**src/hdl/lpdi_pkg.sv**
```systemverilog
package lpdi_pkg;

	localparam int unsigned KEY_W      = 64;
	localparam int unsigned PROBE_W    = 7;
	localparam int unsigned SLOT_OUT_W = 12;
	localparam int unsigned PROBE_CAP  = 64;

	typedef enum logic [1:0] {
		STATUS_NEW  = 2'd0,
		STATUS_DUP  = 2'd1,
		STATUS_FULL = 2'd2
	} status_t;

	typedef enum logic [4:0] {
		ST_CLEAR = 5'b00001,
		ST_IDLE  = 5'b00010,
		ST_HASH  = 5'b00100,
		ST_PROBE = 5'b01000,
		ST_DONE  = 5'b10000
	} state_t;

	// clamp the probe limit register to 1..64
	function automatic logic [PROBE_W-1:0] eff_limit(input logic [PROBE_W-1:0] mp);
		logic [PROBE_W-1:0] r;
		r = mp;
		if (mp == '0)
			r = PROBE_W'(1);
		else if (mp > PROBE_W'(PROBE_CAP))
			r = PROBE_W'(PROBE_CAP);
		return r;
	endfunction

endpackage

```
**src/hdl/lpdi_home.sv**
```systemverilog
module lpdi_home #(
	parameter int unsigned TABLE_SLOTS = 4096
) (
	input  logic                           clk,
	input  logic                           arst_n,
	input  logic                           start,
	input  logic [lpdi_pkg::KEY_W-1:0]     key,
	output logic                           done,
	output logic [$clog2(TABLE_SLOTS)-1:0] home
);

	localparam int unsigned SLOT_W = $clog2(TABLE_SLOTS);

	logic              done_q;
	logic [SLOT_W-1:0] rem_q;

	assign done = done_q;
	assign home = rem_q;

	generate
		if ((TABLE_SLOTS & (TABLE_SLOTS - 1)) == 0) begin : g_pow2
			always_ff @(posedge clk or negedge arst_n) begin
				if (!arst_n) begin
					done_q <= 1'b0;
				end else begin
					done_q <= start;
				end
			end

			always_ff @(posedge clk) begin
				if (start) begin
					rem_q <= key[SLOT_W-1:0];
				end
			end
		end else begin : g_recip
			// remainder built 16 key bits at a time from the top: each step takes
			// v = rem * 2^16 + chunk, estimates v / TABLE_SLOTS by a reciprocal
			// multiply (low by at most one) and fixes it with one compare and subtract
			localparam logic [31:0] RECIP   = 32'((64'd1 << 32) / 64'(TABLE_SLOTS));
			localparam logic [31:0] DIVISOR = 32'(TABLE_SLOTS);

			logic                       busy_q;
			logic [2:0]                 phase_q;
			logic [1:0]                 chunk_q;
			logic [lpdi_pkg::KEY_W-1:0] key_q;
			logic [31:0]                v_q;
			logic [31:0]                quot_q;
			logic [SLOT_W:0]            part_q;
			logic [31:0]                v_nxt;
			logic [31:0]                quot_nxt;
			logic [31:0]                back;
			logic                       last_step;

			assign v_nxt     = 32'({rem_q, key_q[lpdi_pkg::KEY_W-1 -: 16]});
			assign quot_nxt  = 32'((64'(v_nxt) * 64'(RECIP)) >> 32);
			assign back      = quot_q * DIVISOR;
			assign last_step = busy_q && phase_q[2] && (chunk_q == 2'd3);

			always_ff @(posedge clk or negedge arst_n) begin
				if (!arst_n) begin
					busy_q  <= 1'b0;
					done_q  <= 1'b0;
					phase_q <= 3'b001;
					chunk_q <= '0;
				end else begin
					done_q <= last_step;
					if (start) begin
						busy_q  <= 1'b1;
						phase_q <= 3'b001;
						chunk_q <= '0;
					end else if (busy_q) begin
						phase_q <= {phase_q[1:0], phase_q[2]};
						if (phase_q[2]) begin
							chunk_q <= chunk_q + 2'd1;
							if (last_step)
								busy_q <= 1'b0;
						end
					end
				end
			end

			always_ff @(posedge clk) begin
				if (start) begin
					key_q <= key;
					rem_q <= '0;
				end else if (busy_q) begin
					if (phase_q[0]) begin
						v_q    <= v_nxt;
						quot_q <= quot_nxt;
						key_q  <= key_q << 16;
					end
					// estimate is short by at most one, so this is below twice the size
					if (phase_q[1])
						part_q <= (SLOT_W + 1)'(v_q - back);
					if (phase_q[2]) begin
						if (part_q >= (SLOT_W + 1)'(TABLE_SLOTS))
							rem_q <= SLOT_W'(part_q - (SLOT_W + 1)'(TABLE_SLOTS));
						else
							rem_q <= SLOT_W'(part_q);
					end
				end
			end
		end
	endgenerate

endmodule

```
**config.mk**
```make
export PLATFORM = sky130hd
export DESIGN_NAME = lpdi_home
export DESIGN_NICKNAME = d
export VERILOG_FILES = /design/src/hdl/lpdi_pkg.sv /design/src/hdl/lpdi_home.sv
export SDC_FILE = /design/constraint.sdc
export NUM_CORES = 1
export LEC_CHECK = 0
export BUFFER_PORTS_ARGS = -buffer_cell sky130_fd_sc_hd__buf_2
export CAP_MARGIN = 10
export CORE_ASPECT_RATIO = 1.1
export CORE_UTILIZATION = 24
export DETAILED_ROUTE_END_ITERATION = 7
export PLACE_DENSITY = 0.86
export SYNTH_ARGS = -nofsm -noshare
export SYNTH_HDL_FRONTEND = slang
export SYNTH_SLANG_ARGS = --single-unit
```
**constraint.sdc**
```tcl
create_clock -name clk -period 1 [get_ports clk]
set_clock_uncertainty 0.15 [all_clocks]
set_input_delay 0.1 -clock clk [delete_from_list [all_inputs] [get_ports clk]]
set_output_delay 0.1 -clock clk [all_outputs]
set_load 0.03 [all_outputs]
```
After elaboration in Yosys (flattened, before gate mapping)
Index checks and enable logic that the tools add are counted.
W data, S select, Z words.

storage, ports and cells
  output and inout port bits = 13
  word-level logic and storage cells = 2
  input port bits = 67
  register bits after elaboration = 13

Logic depth before layout (Yosys ltp)
  depth after elaboration = 0
  depth in mapped cells = 0
  gate-level depth less buffers = 0

Worst setup path after synthesis
OpenSTA, ideal clock, no wires.

  path kind = reg2out
  from = reg rem_q[0], in the netlist home[0]
  to = out home[0]
  data required time = 0.750 ns
  arrival = 0.496 ns
  cell stages (with the launch flop) = 1
  buffers on the path = 0
  setup slack = 0.254 ns
  cells stage by stage = edfxtp_1

RTL lines
  what                      RTL line         source
  start: declaration        lpdi_home.sv:15  logic [SLOT_W-1:0] rem_q;
  start signal: assignment  lpdi_home.sv:32  rem_q <= key[SLOT_W-1:0];
  end: declaration          lpdi_home.sv:9   output logic [$clog2(TABLE_SLOTS)-1:0] home

No word-level cell between the ends.

Final worst setup path
  from = reg rem_q[10], in the netlist home[10]
  to = out home[10]

No word-level cell between the ends.

==> results_tabular.tex <==
\begin{tabular}{lr}
\hline
Metric & Value \\
\hline
\multicolumn{2}{l}{\textbf{Status}} \\
Result of the run & complete, but fails checks \\
Violations in the final reports & setup timing \\
\multicolumn{2}{l}{\textbf{Synthesis}} \\
Leading cell types by total area after synthesis & sky130\_fd\_sc\_hd\_\_edfxtp\_1 94\%, sky130\_fd\_sc\_hd\_\_dfrtp\_1 6.5\% \\
Unique cell type count in the Yosys netlist & 2 \\
Mean cell area of the mapped netlist & slightly below 30 um\^{}2 \\
Seq/Total Area, Yosys & between 90\% and 100\% \\
Synth area leader & sky130\_fd\_sc\_hd\_\_edfxtp\_1 \\
Post-synthesis cell area & 385 um\^{}2 \\
Post-Synthesis Net Count & 80 \\
Yosys warning total & 0 \\
Register bit total from synthesis & 13 \\
Area fraction of the dominant cell type after synthesis & 93.5\% \\
Post-synthesis cell count & 13 \\
\multicolumn{2}{l}{\textbf{CTS}} \\
Root cell of the clock tree & sky130\_fd\_sc\_hd\_\_clkbuf\_4 \\
Setup fix buffers added after clock tree synthesis & 0 \\
Clock tree from TritonCTS & done \\
TritonCTS Buffers & 3 \\
Clock transition at the registers of the reported paths & 0.08 ns \\
Depth of the CTS H-tree & 1 \\
Buffer levels on the longest clock path & 2 \\
Clock Sinks & 13 \\
\multicolumn{2}{l}{\textbf{Placed design}} \\
Cell count after placement & between 50 and 60 \\
DP HPWL & slightly below 600 um \\
Final RePlAce weighted congestion & roughly 0.67 \\
Input/output buffers & 27 \\
\multicolumn{2}{l}{\textbf{Layout}} \\
Filler cells & approximately 120 \\
Number of antenna cells inserted & 0 \\
Count of non-filler cells in the finished layout & 75 \\
Commonest cells after routing, fill and taps aside & 15 x sky130\_fd\_sc\_hd\_\_dlygate4sd3\_1, 14 x sky130\_fd\_sc\_hd\_\_buf\_2, 13 x sky130\_fd\_sc\_hd\_\_buf\_6, 12 x sky130\_fd\_sc\_hd\_\_edfxtp\_1, 3 x sky130\_fd\_sc\_hd\_\_clkbuf\_4 \\
Area taken by multi-input logic gates & 0 um\^{}2 \\
Nets & 127 \\
Area growth from synthesis to final layout & 107\% \\
Multi-Input Combinational & 0 \\
Layout cell share with drive strength beyond 1 & 50.8\% \\
Most common library cell in the layout ignoring fill and taps & sky130\_fd\_sc\_hd\_\_dlygate4sd3\_1 \\
\multicolumn{2}{l}{\textbf{Floorplan}} \\
Row count & 14 \\
Die height & 44.0 um \\
Die Footprint & 1770 um\^{}2 \\
X dimension of the die & 40.2 um \\
Effective utilization at floorplan & $\sim$27\% \\
Number of ports placed on the die boundary & 80 \\
Core region area & 1440 um\^{}2 \\
\multicolumn{2}{l}{\textbf{STA}} \\
Slew Limit Fails & 0 \\
Count of final setup violators & 13 \\
Tcrit/Tclk final & 108\% \\
Maximum clock frequency & $\sim$930 MHz \\
Post-Route Hold Slack & just over 0.07 ns \\
Time the worst path needs with I/O delays and setup & between 1 and 1.5 ns \\
Worst-case headroom to the max-slew limit & between 80\% and 90\% \\
Pin slew with the least headroom to its limit & 0.278 ns \\
Post-route worst setup slack & -0.0785 ns \\
RSZ-0062 raised after global routing & true \\
Final-report hold violation count & 0 \\
\multicolumn{2}{l}{\textbf{Power}} \\
Maximum resistive drop on vdd & 0.827 mV \\
Pleak & 0.340 nW \\
Total power density per cell area & between 1500 and 2000 nW/um\^{}2 \\
\multicolumn{2}{l}{\textbf{Routing}} \\
Via Count & $\sim$320 \\
DRT Pass-1 Iters & 2 \\
WL/cell & around 13 um \\
Vias per inst & between 4 and 5 \\
Total detailed-routing wirelength & about 1000 um \\
DR iter-0 viols & 7 \\
Post-route ant nets & 0 \\
Remaining DRCs & 0 \\
\multicolumn{2}{l}{\textbf{GRT}} \\
Met3 usage in global routing & roughly 6.0\% \\
Global route total overflow & 0 \\
Number of global-route vias before repair & between 300 and 400 \\
Fraction of met1 tracks used by global routing & about 15\% \\
Peak-usage layer in the global routing report & met2 \\
Pin count of the biggest net entering global routing & 14 \\
Met2 Usage GRT & approximately a fifth \\
Global-route wire length before repair & roughly 1500 um \\
GRT Util Overall & a little over an eighth \\
Number of antenna violations at the first check in global routing & 0 \\
\multicolumn{2}{l}{\textbf{Worst hold path}} \\
Number of instances on the worst hold path & 1 \\
Hold Path End & home[1]\$\_DFFE\_PP\_ \\
Worst min-delay path category & primary input to flip-flop \\
Hold path start & start \\
\multicolumn{2}{l}{\textbf{Critical path}} \\
Slowest CP cell & sky130\_fd\_sc\_hd\_\_edfxtp\_1 \\
CP Class & flip-flop to primary output \\
Sort of element at the start of the critical path & flip-flop \\
Crit path largest cell delay & 0.40 ns \\
Critical path endpoint category & primary output \\
Gate family responsible for the most delay along the worst path & flip-flops \\
Cell breakdown of the critical path & buf\_6 \\
Data required time of the critical path & about 0.75 ns \\
Maximum fanout count along the critical path & 1 \\
Buffers plus inverters on the worst setup path & 1 \\
Worst path arrival time & 0.83 ns \\
\multicolumn{2}{l}{\textbf{Run}} \\
Count of maximum capacitance violations & 0 \\
\hline
\end{tabular}
timing repair:
item | CTS | global route
setup endpoints to repair | 13 | 13
hold endpoints to repair | 14 | 0
resized for setup | 26 | 0
hold buffers | 15 | 0
synth_stat cells:
library cell               instances
sky130_fd_sc_hd__edfxtp_1         12
sky130_fd_sc_hd__dfrtp_1           1
flip-flops by register name, summed over array words and instances (netlist names):
name  count
done      1
home     12
per-stage QoR:
step / utilization, % / TNS, ns / power, mW / cell area [um^2] / setup slack, ns
4_1_cts: 55.6 / -0.973 / 1.25 / 798 / -0.0947
3_5_place_dp: 37.6 / 0 / 0.823 / 541 / 0.164
2_1_floorplan: - / 0 / 0.749 / 385 / 0.254
3_3_place_gp: 37.6 / 0 / 0.819 / 541 / 0.184
6_report: 55.6 / -0.767 / 1.23 / 798 / -0.0785
5_1_grt: 55.6 / -1.22 / 1.28 / 798 / -0.115
how the worst max path moves through the flow:
stage | startpoint | end | slack (ns) | cells past startpoint
finish | home[10]$_DFFE_PP_ | home[10] | -0.08 | 1
global route | home[4]$_DFFE_PP_ | home[4] | -0.11 | 1
CTS | home[4]$_DFFE_PP_ | home[4] | -0.09 | 1
detailed placement | start | home[7]$_DFFE_PP_ | 0.16 | 1
global placement | start | home[2]$_DFFE_PP_ | 0.18 | 1
floorplan | home[0]$_DFFE_PP_ | home[0] | 0.25 | 0
metal layers:
layer,up-vias,part of all wire [%],routed length [um]
met5,-,0,0
met4,0,0.61,6
met3,2,13,133
met2,30,48,471
met1,139,38,379
li1,144,-,-
cell type report:
class | count | area, um^2 | share of cell area [%]
Sequential cell | 13 | 385 | 48.3
Timing Repair Buffer | 42 | 367 | 45.9
Clock buffer | 4 | 26.3 | 3.29
Tap cell | 16 | 20.0 | 2.51
where the power goes:
part	total (mW)	internal, mW	switching, mW
Clock	0.313	0.154	0.159
Combinational	0.253	0.130	0.123
Sequential	0.661	0.641	0.0200
logic make-up (layout without fill, tap and decap cells):
family | after synthesis | after routing | share of synthesized area [%]
buf+inv | 0 | 46 | 0
flops | 13 | 13 | 100
(Power assumes the default switching activity.)
